[src/rtl/core/wsd_pkg.sv]
// ----------------------------------------------------------------------------
// wsd_pkg
// Shared types and constants for the WebSocket deframer / unmask core:
// parse phases, result kinds, error causes, opcodes and header length codes.
// ----------------------------------------------------------------------------
`default_nettype none

package wsd_pkg;

    // Parse phase of the frame being received
    typedef enum logic [2:0] {
        PH_HDR0 = 3'd0,
        PH_HDR1 = 3'd1,
        PH_EXT  = 3'd2,
        PH_MASK = 3'd3,
        PH_DATA = 3'd4,
        PH_DEAD = 3'd5
    } t_phase;

    // Kind of result item
    typedef enum logic [1:0] {
        EV_DATA  = 2'd0,
        EV_EMPTY = 2'd1,
        EV_ERROR = 2'd2
    } t_event;

    // Protocol error cause
    typedef enum logic [2:0] {
        ERR_NONE     = 3'd0,
        ERR_NO_MASK  = 3'd1,
        ERR_RSV_SET  = 3'd2,
        ERR_BAD_OP   = 3'd3,
        ERR_BAD_CTRL = 3'd4,
        ERR_TOO_BIG  = 3'd5,
        ERR_CONT     = 3'd6
    } t_cause;

    // Frame opcodes
    localparam logic [3:0] OP_CONT   = 4'd0;
    localparam logic [3:0] OP_TEXT   = 4'd1;
    localparam logic [3:0] OP_BINARY = 4'd2;
    localparam logic [3:0] OP_CLOSE  = 4'd8;
    localparam logic [3:0] OP_PING   = 4'd9;
    localparam logic [3:0] OP_PONG   = 4'd10;

    // Seven-bit length field codes
    localparam logic [6:0] LEN7_CTRL_MAX = 7'd125;
    localparam logic [6:0] LEN7_EXT16    = 7'd126;
    localparam logic [6:0] LEN7_EXT64    = 7'd127;

    // Extended length byte counts
    localparam logic [3:0] EXT16_BYTES = 4'd2;
    localparam logic [3:0] EXT64_BYTES = 4'd8;

    // Reset value of the payload limit
    localparam logic [31:0] MAX_PAYLOAD_RST = 32'd16384;

    // One result item, with its valid flag
    typedef struct packed {
        logic       valid;
        t_event     ev;
        logic [7:0] data;
        logic [3:0] opcode;
        logic       fin;
        logic       last;
        t_cause     cause;
    } t_result;

endpackage : wsd_pkg

`default_nettype wire

[src/rtl/core/wsd_parser.sv]
// ----------------------------------------------------------------------------
// wsd_parser
// Frame header parser and payload unmasker. Holds the per-frame state and
// turns each accepted byte into at most one result item in the same cycle.
// ----------------------------------------------------------------------------
`default_nettype none

module wsd_parser
    import wsd_pkg::*;
(
    input  wire logic        i_clk,
    input  wire logic        i_rst_n,
    input  wire logic        i_accept,
    input  wire logic [7:0]  i_byte,
    input  wire logic [31:0] i_max_payload,
    output t_result          o_result
);

    // State registers
    t_phase      r_phase, n_phase;
    logic [3:0]  r_opcode, n_opcode;
    logic        r_fin, n_fin;
    logic [2:0]  r_rsv, n_rsv;
    logic [3:0]  r_ext_left, n_ext_left;
    logic [31:0] r_len_lo, n_len_lo;
    logic        r_len_hi_nz, n_len_hi_nz;
    logic [31:0] r_mask_key, n_mask_key;
    logic [1:0]  r_mask_cnt, n_mask_cnt;
    logic [31:0] r_payload, n_payload;
    logic [1:0]  r_mask_pos, n_mask_pos;

    // Decode helpers
    logic [6:0]  len7;
    logic        is_ctrl;
    t_cause      hdr_cause;
    logic [31:0] len_lo;
    logic        len_hi_nz;
    logic        len_known;
    logic        too_big;
    t_cause      len_cause;
    t_cause      cause_now;
    logic        mask_done;
    logic [7:0]  key_byte;

    assign len7    = i_byte[6:0];
    assign is_ctrl = (r_opcode inside {OP_CLOSE, OP_PING, OP_PONG});

    // Check the second header byte against the first
    always_comb begin
        if (!i_byte[7]) begin
            hdr_cause = ERR_NO_MASK;
        end else if (r_rsv != 3'd0) begin
            hdr_cause = ERR_RSV_SET;
        end else if (is_ctrl) begin
            hdr_cause = ((len7 > LEN7_CTRL_MAX) || !r_fin) ? ERR_BAD_CTRL : ERR_NONE;
        end else if (!(r_opcode inside {OP_CONT, OP_TEXT, OP_BINARY})) begin
            hdr_cause = ERR_BAD_OP;
        end else begin
            hdr_cause = ERR_NONE;
        end
    end

    // Assemble the payload length; only the low word and a high-nonzero flag are kept
    always_comb begin
        if (r_phase == PH_HDR1) begin
            len_lo    = {25'd0, len7};
            len_hi_nz = 1'b0;
            len_known = (len7 != LEN7_EXT16) && (len7 != LEN7_EXT64);
        end else begin
            len_lo    = {r_len_lo[23:0], i_byte};
            len_hi_nz = r_len_hi_nz || (r_len_lo[31:24] != 8'd0);
            len_known = (r_ext_left <= 4'd1);
        end
        too_big = len_hi_nz || (len_lo > i_max_payload);
        if (too_big) begin
            len_cause = ERR_TOO_BIG;
        end else if (r_opcode == OP_CONT) begin
            len_cause = ERR_CONT;
        end else begin
            len_cause = ERR_NONE;
        end
    end

    // Pick the error raised by this byte, if any
    always_comb begin
        cause_now = ERR_NONE;
        case (r_phase)
            PH_HDR1: begin
                if (hdr_cause != ERR_NONE) begin
                    cause_now = hdr_cause;
                end else if (len_known) begin
                    cause_now = len_cause;
                end
            end
            PH_EXT: begin
                if (len_known) begin
                    cause_now = len_cause;
                end
            end
            default: cause_now = ERR_NONE;
        endcase
    end

    assign mask_done = (r_mask_cnt == 2'd3);

    // Select the key byte for the current payload position
    always_comb begin
        case (r_mask_pos)
            2'd0:    key_byte = r_mask_key[31:24];
            2'd1:    key_byte = r_mask_key[23:16];
            2'd2:    key_byte = r_mask_key[15:8];
            default: key_byte = r_mask_key[7:0];
        endcase
    end

    // Next phase
    always_comb begin
        n_phase = r_phase;
        if (i_accept) begin
            case (r_phase)
                PH_HDR0: n_phase = PH_HDR1;
                PH_HDR1: begin
                    if (cause_now != ERR_NONE) begin
                        n_phase = PH_DEAD;
                    end else if (!len_known) begin
                        n_phase = PH_EXT;
                    end else begin
                        n_phase = PH_MASK;
                    end
                end
                PH_EXT: begin
                    if (cause_now != ERR_NONE) begin
                        n_phase = PH_DEAD;
                    end else if (len_known) begin
                        n_phase = PH_MASK;
                    end
                end
                PH_MASK: begin
                    if (mask_done) begin
                        n_phase = (r_payload == 32'd0) ? PH_HDR0 : PH_DATA;
                    end
                end
                PH_DATA: begin
                    if (r_payload <= 32'd1) begin
                        n_phase = PH_HDR0;
                    end
                end
                PH_DEAD: n_phase = PH_DEAD;
                default: n_phase = PH_DEAD;
            endcase
        end
    end

    // Result item for this byte
    always_comb begin
        o_result        = '0;
        o_result.ev     = EV_DATA;
        o_result.cause  = ERR_NONE;
        o_result.opcode = r_opcode;
        o_result.fin    = r_fin;
        if (i_accept) begin
            case (r_phase)
                PH_HDR1, PH_EXT: begin
                    if (cause_now != ERR_NONE) begin
                        o_result.valid = 1'b1;
                        o_result.ev    = EV_ERROR;
                        o_result.cause = cause_now;
                    end
                end
                PH_MASK: begin
                    if (mask_done && (r_payload == 32'd0)) begin
                        o_result.valid = 1'b1;
                        o_result.ev    = EV_EMPTY;
                        o_result.last  = 1'b1;
                    end
                end
                PH_DATA: begin
                    o_result.valid = 1'b1;
                    o_result.ev    = EV_DATA;
                    o_result.data  = i_byte ^ key_byte;
                    o_result.last  = (r_payload <= 32'd1);
                end
                default: o_result.valid = 1'b0;
            endcase
        end
    end

    // Per-frame datapath updates
    always_comb begin
        n_opcode    = r_opcode;
        n_fin       = r_fin;
        n_rsv       = r_rsv;
        n_ext_left  = r_ext_left;
        n_len_lo    = r_len_lo;
        n_len_hi_nz = r_len_hi_nz;
        n_mask_key  = r_mask_key;
        n_mask_cnt  = r_mask_cnt;
        n_payload   = r_payload;
        n_mask_pos  = r_mask_pos;
        if (i_accept) begin
            case (r_phase)
                PH_HDR0: begin
                    n_opcode = i_byte[3:0];
                    n_fin    = i_byte[7];
                    n_rsv    = i_byte[6:4];
                end
                PH_HDR1: begin
                    n_len_lo    = len_lo;
                    n_len_hi_nz = len_hi_nz;
                    n_ext_left  = (len7 == LEN7_EXT64) ? EXT64_BYTES : EXT16_BYTES;
                    if (len_known) begin
                        n_payload  = len_lo;
                        n_mask_cnt = 2'd0;
                        n_len_lo   = 32'd0;
                    end else begin
                        n_len_lo = 32'd0;
                    end
                end
                PH_EXT: begin
                    n_len_lo    = len_lo;
                    n_len_hi_nz = len_hi_nz;
                    n_ext_left  = r_ext_left - 4'd1;
                    if (len_known) begin
                        n_payload  = len_lo;
                        n_mask_cnt = 2'd0;
                    end
                end
                PH_MASK: begin
                    n_mask_key = {r_mask_key[23:0], i_byte};
                    n_mask_cnt = r_mask_cnt + 2'd1;
                    n_mask_pos = 2'd0;
                end
                PH_DATA: begin
                    n_mask_pos = r_mask_pos + 2'd1;
                    n_payload  = r_payload - 32'd1;
                end
                default: n_mask_pos = r_mask_pos;
            endcase
        end
    end

    // Control state
    always_ff @(posedge i_clk) begin
        if (!i_rst_n) begin
            r_phase     <= PH_HDR0;
            r_mask_cnt  <= 2'd0;
            r_mask_pos  <= 2'd0;
            r_ext_left  <= 4'd0;
            r_len_hi_nz <= 1'b0;
        end else begin
            r_phase     <= n_phase;
            r_mask_cnt  <= n_mask_cnt;
            r_mask_pos  <= n_mask_pos;
            r_ext_left  <= n_ext_left;
            r_len_hi_nz <= n_len_hi_nz;
        end
    end

    // Frame payload registers
    always_ff @(posedge i_clk) begin
        r_opcode   <= n_opcode;
        r_fin      <= n_fin;
        r_rsv      <= n_rsv;
        r_len_lo   <= n_len_lo;
        r_mask_key <= n_mask_key;
        r_payload  <= n_payload;
    end

endmodule : wsd_parser

`default_nettype wire

[src/rtl/core/websocket_frame_deframer_unmask_core.sv]
// ----------------------------------------------------------------------------
// websocket_frame_deframer_unmask_core
// Receive-side WebSocket deframer: parses headers, unmasks payload bytes and
// flags protocol errors, which stick until reset.
// ----------------------------------------------------------------------------
//
//  channel   dir  handshake            payload
//  --------  ---  -------------------  ------------------------------------------
//  s_*       in   s_tvalid / s_tready  s_tdata[7:0] rx_byte
//  m_*       out  m_tvalid / m_tready  m_tdata data/opcode/fin/cause,
//                                      m_tuser event, m_tlast last byte
//  cfg       in   i_cfg_valid / o_cfg_ready  i_cfg_data max_payload
//
//  One byte per cycle unless stalled. Each byte is parsed in the cycle it is
//  accepted and its result, if any, lands in the output register on that edge,
//  so a result appears in the cycle after its byte. The output register is the
//  only buffer: s_tready drops only while a held result is stalled by m_tready.
//  Reset (synchronous, active low) returns the parser to the first header
//  byte, clears the error state and sets max_payload to 16384.
// ----------------------------------------------------------------------------
`default_nettype none

module websocket_frame_deframer_unmask_core
    import wsd_pkg::*;
(
    input  wire logic        i_clk,
    input  wire logic        i_rst_n,
    // byte stream in
    input  wire logic        s_tvalid,
    output logic             s_tready,
    input  wire logic [7:0]  s_tdata,    // [7:0] rx_byte
    // result stream out
    output logic             m_tvalid,
    input  wire logic        m_tready,
    output logic [15:0]      m_tdata,    // [7:0] data_byte, [11:8] opcode,
                                         // [12] fin, [15:13] error_cause
    output logic             m_tlast,    // last_byte
    output logic [1:0]       m_tuser,    // [1:0] event_res
    // max_payload register write
    input  wire logic        i_cfg_valid,
    output logic             o_cfg_ready,
    input  wire logic [31:0] i_cfg_data
);

    logic        s_accept;
    logic [31:0] r_max_payload;
    t_result     parse_res;
    t_result     r_out;
    logic        r_out_valid;

    // Take a request whenever the output register is free or draining
    assign s_tready    = !r_out_valid || m_tready;
    assign s_accept    = s_tvalid && s_tready;
    assign o_cfg_ready = 1'b1;

    // Hold the payload limit
    always_ff @(posedge i_clk) begin
        if (!i_rst_n) begin
            r_max_payload <= MAX_PAYLOAD_RST;
        end else if (i_cfg_valid) begin
            r_max_payload <= i_cfg_data;
        end
    end

    wsd_parser u_parser (
        .i_clk         (i_clk),
        .i_rst_n       (i_rst_n),
        .i_accept      (s_accept),
        .i_byte        (s_tdata),
        .i_max_payload (r_max_payload),
        .o_result      (parse_res)
    );

    // Output register: load a new result, drop a taken one
    always_ff @(posedge i_clk) begin
        if (!i_rst_n) begin
            r_out_valid <= 1'b0;
        end else if (s_accept) begin
            r_out_valid <= parse_res.valid;
        end else if (m_tready) begin
            r_out_valid <= 1'b0;
        end
    end

    always_ff @(posedge i_clk) begin
        if (s_accept && parse_res.valid) begin
            r_out <= parse_res;
        end
    end

    assign m_tvalid = r_out_valid;
    assign m_tdata  = {r_out.cause, r_out.fin, r_out.opcode, r_out.data};
    assign m_tlast  = r_out.last;
    assign m_tuser  = r_out.ev;

    // After an error is delivered nothing else comes out
    a_dead_after_error : assert property (@(posedge i_clk) disable iff (!i_rst_n)
        (m_tvalid && m_tready && (m_tuser == EV_ERROR)) |=> !m_tvalid)
        else $error("result delivered after a protocol error");

    // Error results carry a cause and no last mark
    a_error_fields : assert property (@(posedge i_clk) disable iff (!i_rst_n)
        (m_tvalid && (m_tuser == EV_ERROR)) |-> (!m_tlast && (m_tdata[15:13] != ERR_NONE)))
        else $error("error result with bad fields");

    // Empty-frame events are last, with no data and no cause
    a_empty_fields : assert property (@(posedge i_clk) disable iff (!i_rst_n)
        (m_tvalid && (m_tuser == EV_EMPTY))
            |-> (m_tlast && (m_tdata[7:0] == 8'd0) && (m_tdata[15:13] == ERR_NONE)))
        else $error("empty-frame event with bad fields");

endmodule : websocket_frame_deframer_unmask_core

`default_nettype wire

[config.mk]
export PLATFORM = sky130hd
export DESIGN_NAME = websocket_frame_deframer_unmask_core
export DESIGN_NICKNAME = d
export VERILOG_FILES = /design/src/rtl/core/wsd_pkg.sv /design/src/rtl/core/wsd_parser.sv /design/src/rtl/core/websocket_frame_deframer_unmask_core.sv
export SDC_FILE = /design/constraint.sdc
export NUM_CORES = 1
export LEC_CHECK = 0
export BUFFER_PORTS_ARGS = -buffer_cell sky130_fd_sc_hd__clkbuf_2
export CAP_MARGIN = 30
export CORE_UTILIZATION = 45
export DETAILED_ROUTE_END_ITERATION = 6
export HOLD_SLACK_MARGIN = 0.08
export SLEW_MARGIN = 0
export SYNTH_ARGS = -nofsm -noshare
export SYNTH_HDL_FRONTEND = slang
export SYNTH_SLANG_ARGS = --single-unit
[constraint.sdc]
create_clock -name i_clk -period 9.4 [get_ports i_clk]
set_input_delay 2.35 -clock i_clk [delete_from_list [all_inputs] [get_ports i_clk]]
set_output_delay 2.35 -clock i_clk [all_outputs]
set_load 0.01 [all_outputs]
==> key figures <==
Run status
  – Run status: finished, violations left
  – Failing checks: design-rule violations

Placed design
  – Port-buffer cells: 65
  – Gp weighted congestion: 0.869
  – Cells after DPL: 1,041
  – Placed wire-length estimate: 14,700 um

Routing
  – Total length of routed met2 wires: 8790 um
  – Number of nets with antenna violations after routing: 0
  – Routed vias/inst: 5.62
  – DRC violations left: 2
  – Routed met1 length: 9590 um
  – DRC marker count from the first detailed-route iteration: 742
  – Post-Route WL: 19,900 um
  – Wire length per cell after detailed routing: 18.6 um
  – Highest layer used for signal routing: met4
  – Count of TritonRoute iterations in the first routing pass: 7
  – Total number of vias: 6,035
  – Detailed-routed wire length on met3: 1220 um

Clocking
  – Number of buffers on the longest clock path: 2
  – Number of buffers created by CTS: 17
  – Master cell of the clock root buffer: clkbuf_16
  – Post-CTS Setup Inserts: 0
  – CTS Hold Bufs: 0
  – Clock sink count: 168
  – Clock latency on the worst-skew pair: 0.43 ns
  – Clock Pin Slew Worst Setup and Hold Paths: 0.07 ns
  – CTS tree: built
  – PostCTS Resize Cnt: 0
  – H-tree lvl count: 4

Floorplan
  – Starting density of the core: 46.5%
  – Horiz. Die Dim: 139 um
  – Standard cell core area: 18,200 um^2
  – Top-level I/O count: 67
  – Vertical die dimension: 139 um
  – Std cell rows: 49
  – Die Footprint: 19,400 um^2

GRT
  – GRT Overall Usage: 21.5%
  – Number of antenna violations at the first check in global routing: 0
  – First-pass GRT wire length: 31,800 um
  – Pin count of the biggest net entering global routing: 49
  – GRT Residual Overflow: 0
  – Number of global-route vias before repair: 5,789

Yosys
  – Mean post-synth cell area: 10.9 um^2
  – Post-synthesis instance area: 8470 um^2
  – Synthesized flop and latch total: 168
  – Synth warn: 0
  – Portion of the post-synthesis area used by sequential elements: 54.3%
  – Syn_nets: 861
  – Post-synth EDFFs: 123
  – Post-synthesis async set-or-reset flop share: 0%
  – Post-synthesis instance total: 775
  – Number of distinct library cell variants in the gate-level netlist after synthesis: 66
  – Flip-flop cell with the highest count after synthesis: edfxtp_1

Critical path
  – Type of destination of the critical path: primary output
  – Largest driver fanout on the critical path: 5
  – Required time reported for the critical path endpoint: 7.05 ns
  – Start-to-end type of the worst setup path: in -> out
  – Startpoint type of the worst setup path: input pin
  – CP Launch Point: m_tready
  – Startpoint of the most critical register-to-register path: u_parser.r_phase[0]
  – Data arrival, critical path: 2.80 ns

Layout
  – Fillers: 1,604
  – Antenna diode instance count: 0
  – Sequential Area: 4590 um^2
  – Final instance count without filler cells: 1,074
  – Layout cells sized above 1: 14.9%
  – Final nets: 918
  – Commonest cells after routing, fill and taps aside: edfxtp_1 (123), nor2_1 (66), clkbuf_2 (65), and2_1 (60), a21oi_1 (51)
  – Area used by multi-input combinational logic: 3580 um^2
  – Commonest non-fill, non-tap cell in the layout: edfxtp_1
  – Synth-to-Final Area Change: 14.5%

Timing
  – Hold Vio Cnt, Final: 0
  – Final setup violation count: 0
  – Max-slew violation count: 0
  – Final setup skew: 0.0152 ns
  – Final setup TNS: 0 ns
  – Min Tclk post-route: 5.15 ns
  – Rel. slew slack: 42.2%
  – Setup repair after global routing missed its margin: no
  – Transition time at the pin with the least slew margin: 0.868 ns
  – Final cycle utilization of the critical path: 54.7%
  – Maximum clock frequency: 194 MHz

Min path
  – Startpoint of the tightest hold check path: u_parser.r_mask_key[10]
  – HP Class: reg -> reg

Power
  – Power per cell area: 210 nW/um^2
  – Static Leak: 3.60 nW
  – Worst-case vdd ir drop: 0.000135 V

Run
  – # Max-Cap Violations: 0
[sequential cells by signal, summed over array words and instances (netlist names), 2 cells and up]
| signal | count |
|---|---|
| r_max_payload | 32 |
| u_parser.r_len_lo | 32 |
| u_parser.r_mask_key | 32 |
| u_parser.r_payload | 32 |
| m_tdata | 16 |
| u_parser.r_ext_left | 4 |
| u_parser.r_opcode | 4 |
| u_parser.r_phase | 3 |
| u_parser.r_rsv | 3 |
| m_tuser | 2 |
| u_parser.r_mask_cnt | 2 |
| u_parser.r_mask_pos | 2 |
[per-layer routing]
layer | vias to the layer above | track usage, %
met3 | 31 | 4.63
met4 | 0 | 6.02
met1 | 2878 | 31.9
met5 | - | 0
li1 | 2904 | -
met2 | 222 | 31.6
[cells in the mapped netlist (all sizes together), types with 2 or more instances]
cell    count  area, um^2
dfxtp      45         901
nand2b      4        25.0
a22oi       2        15.0
edfxtp    123        3690
nor2b      38         238
a221oi      2        17.5
a21oi      51         255
a41oi       2        32.5
nor3b       3        33.8
nor4       11        81.3
nand3      16        85.1
a21boi      4        30.0
ha         41         513
inv        46         173
or2         2        12.5
nand2      42         158
and3        2        12.5
o211ai      3        22.5
clkbuf     28         105
o22ai       2        12.5
or3         4        25.0
mux2i      31         310
a31oi      11        68.8
nor4b       2        23.8
xor2        5        43.8
and2       62         388
nor2       66         248
nand4      12        81.3
xnor2      29         254
o21ai      27         135
buf         7        36.3
a222oi      8        80.1
nor3       17         123
or4         9        78.8
[area by class of cell]
class / count / share of cell area [%]
well taps: 229 / 2.96
inverters: 46 / 1.78
multi-input cells: 526 / 36.9
flip-flops and latches: 168 / 47.4
repair buffers: 73 / 4.48
clock buffers: 21 / 5.19
clock inverters: 11 / 1.26
[report_power, final]
part | switching [mW] | internal (mW) | total [mW] | leakage (nW)
Sequential | 0.0486 | 0.884 | 0.933 | 1.52
Combinational | 0.232 | 0.140 | 0.372 | 1.78
Clock | 0.311 | 0.420 | 0.731 | 0.308
[worst max-delay path: stages]
cell	delay [ns]
clkbuf_2	0.07
nand2b_1	0.21
clkbuf_2	0.17
[logic make-up after synthesis]
kind of cell             Yosys count  synth area share (%)
AND/OR/NAND/NOR                  293                  19.3
multiplexers                      31                  3.66
other                              1                0.0443
AO/OA/AOI/OAI                    126                  9.41
XOR/XNOR                          34                  3.52
buffers and inverters             81                  3.71
flip-flops                       168                  54.3
adder cells (fa/ha/maj)           41                  6.06
[worst paths after layout]
kind	to	slack, ns	depth (start not counted)
setup / recovery	s_tready	4.25	3
hold / removal	u_parser.r_mask_key[18]	0.44	0
hold reg to reg	u_parser.r_mask_key[18]	0.44	0
setup reg to reg	m_tdata[14]	4.84	11
[stage by stage]
stage | util (%) | hold slack (ns) | worst slack (ns) | power [mW] | area [um^2]
final | 53.2 | 0.444 | 4.25 | 2.04 | 9700
after CTS | 53.1 | 0.449 | 4.25 | 2.04 | 9680
after detailed placement | 49.7 | 0.434 | 4.07 | 1.31 | 9050
after floorplan | - | 0.426 | 4.31 | 1.18 | 8470
after global routing | 53.2 | 0.467 | 4.21 | 2.13 | 9700
after global placement | 49.4 | 0.431 | 4.01 | 1.29 | 8990
Note: power is estimated with default switching activity, not from simulation.
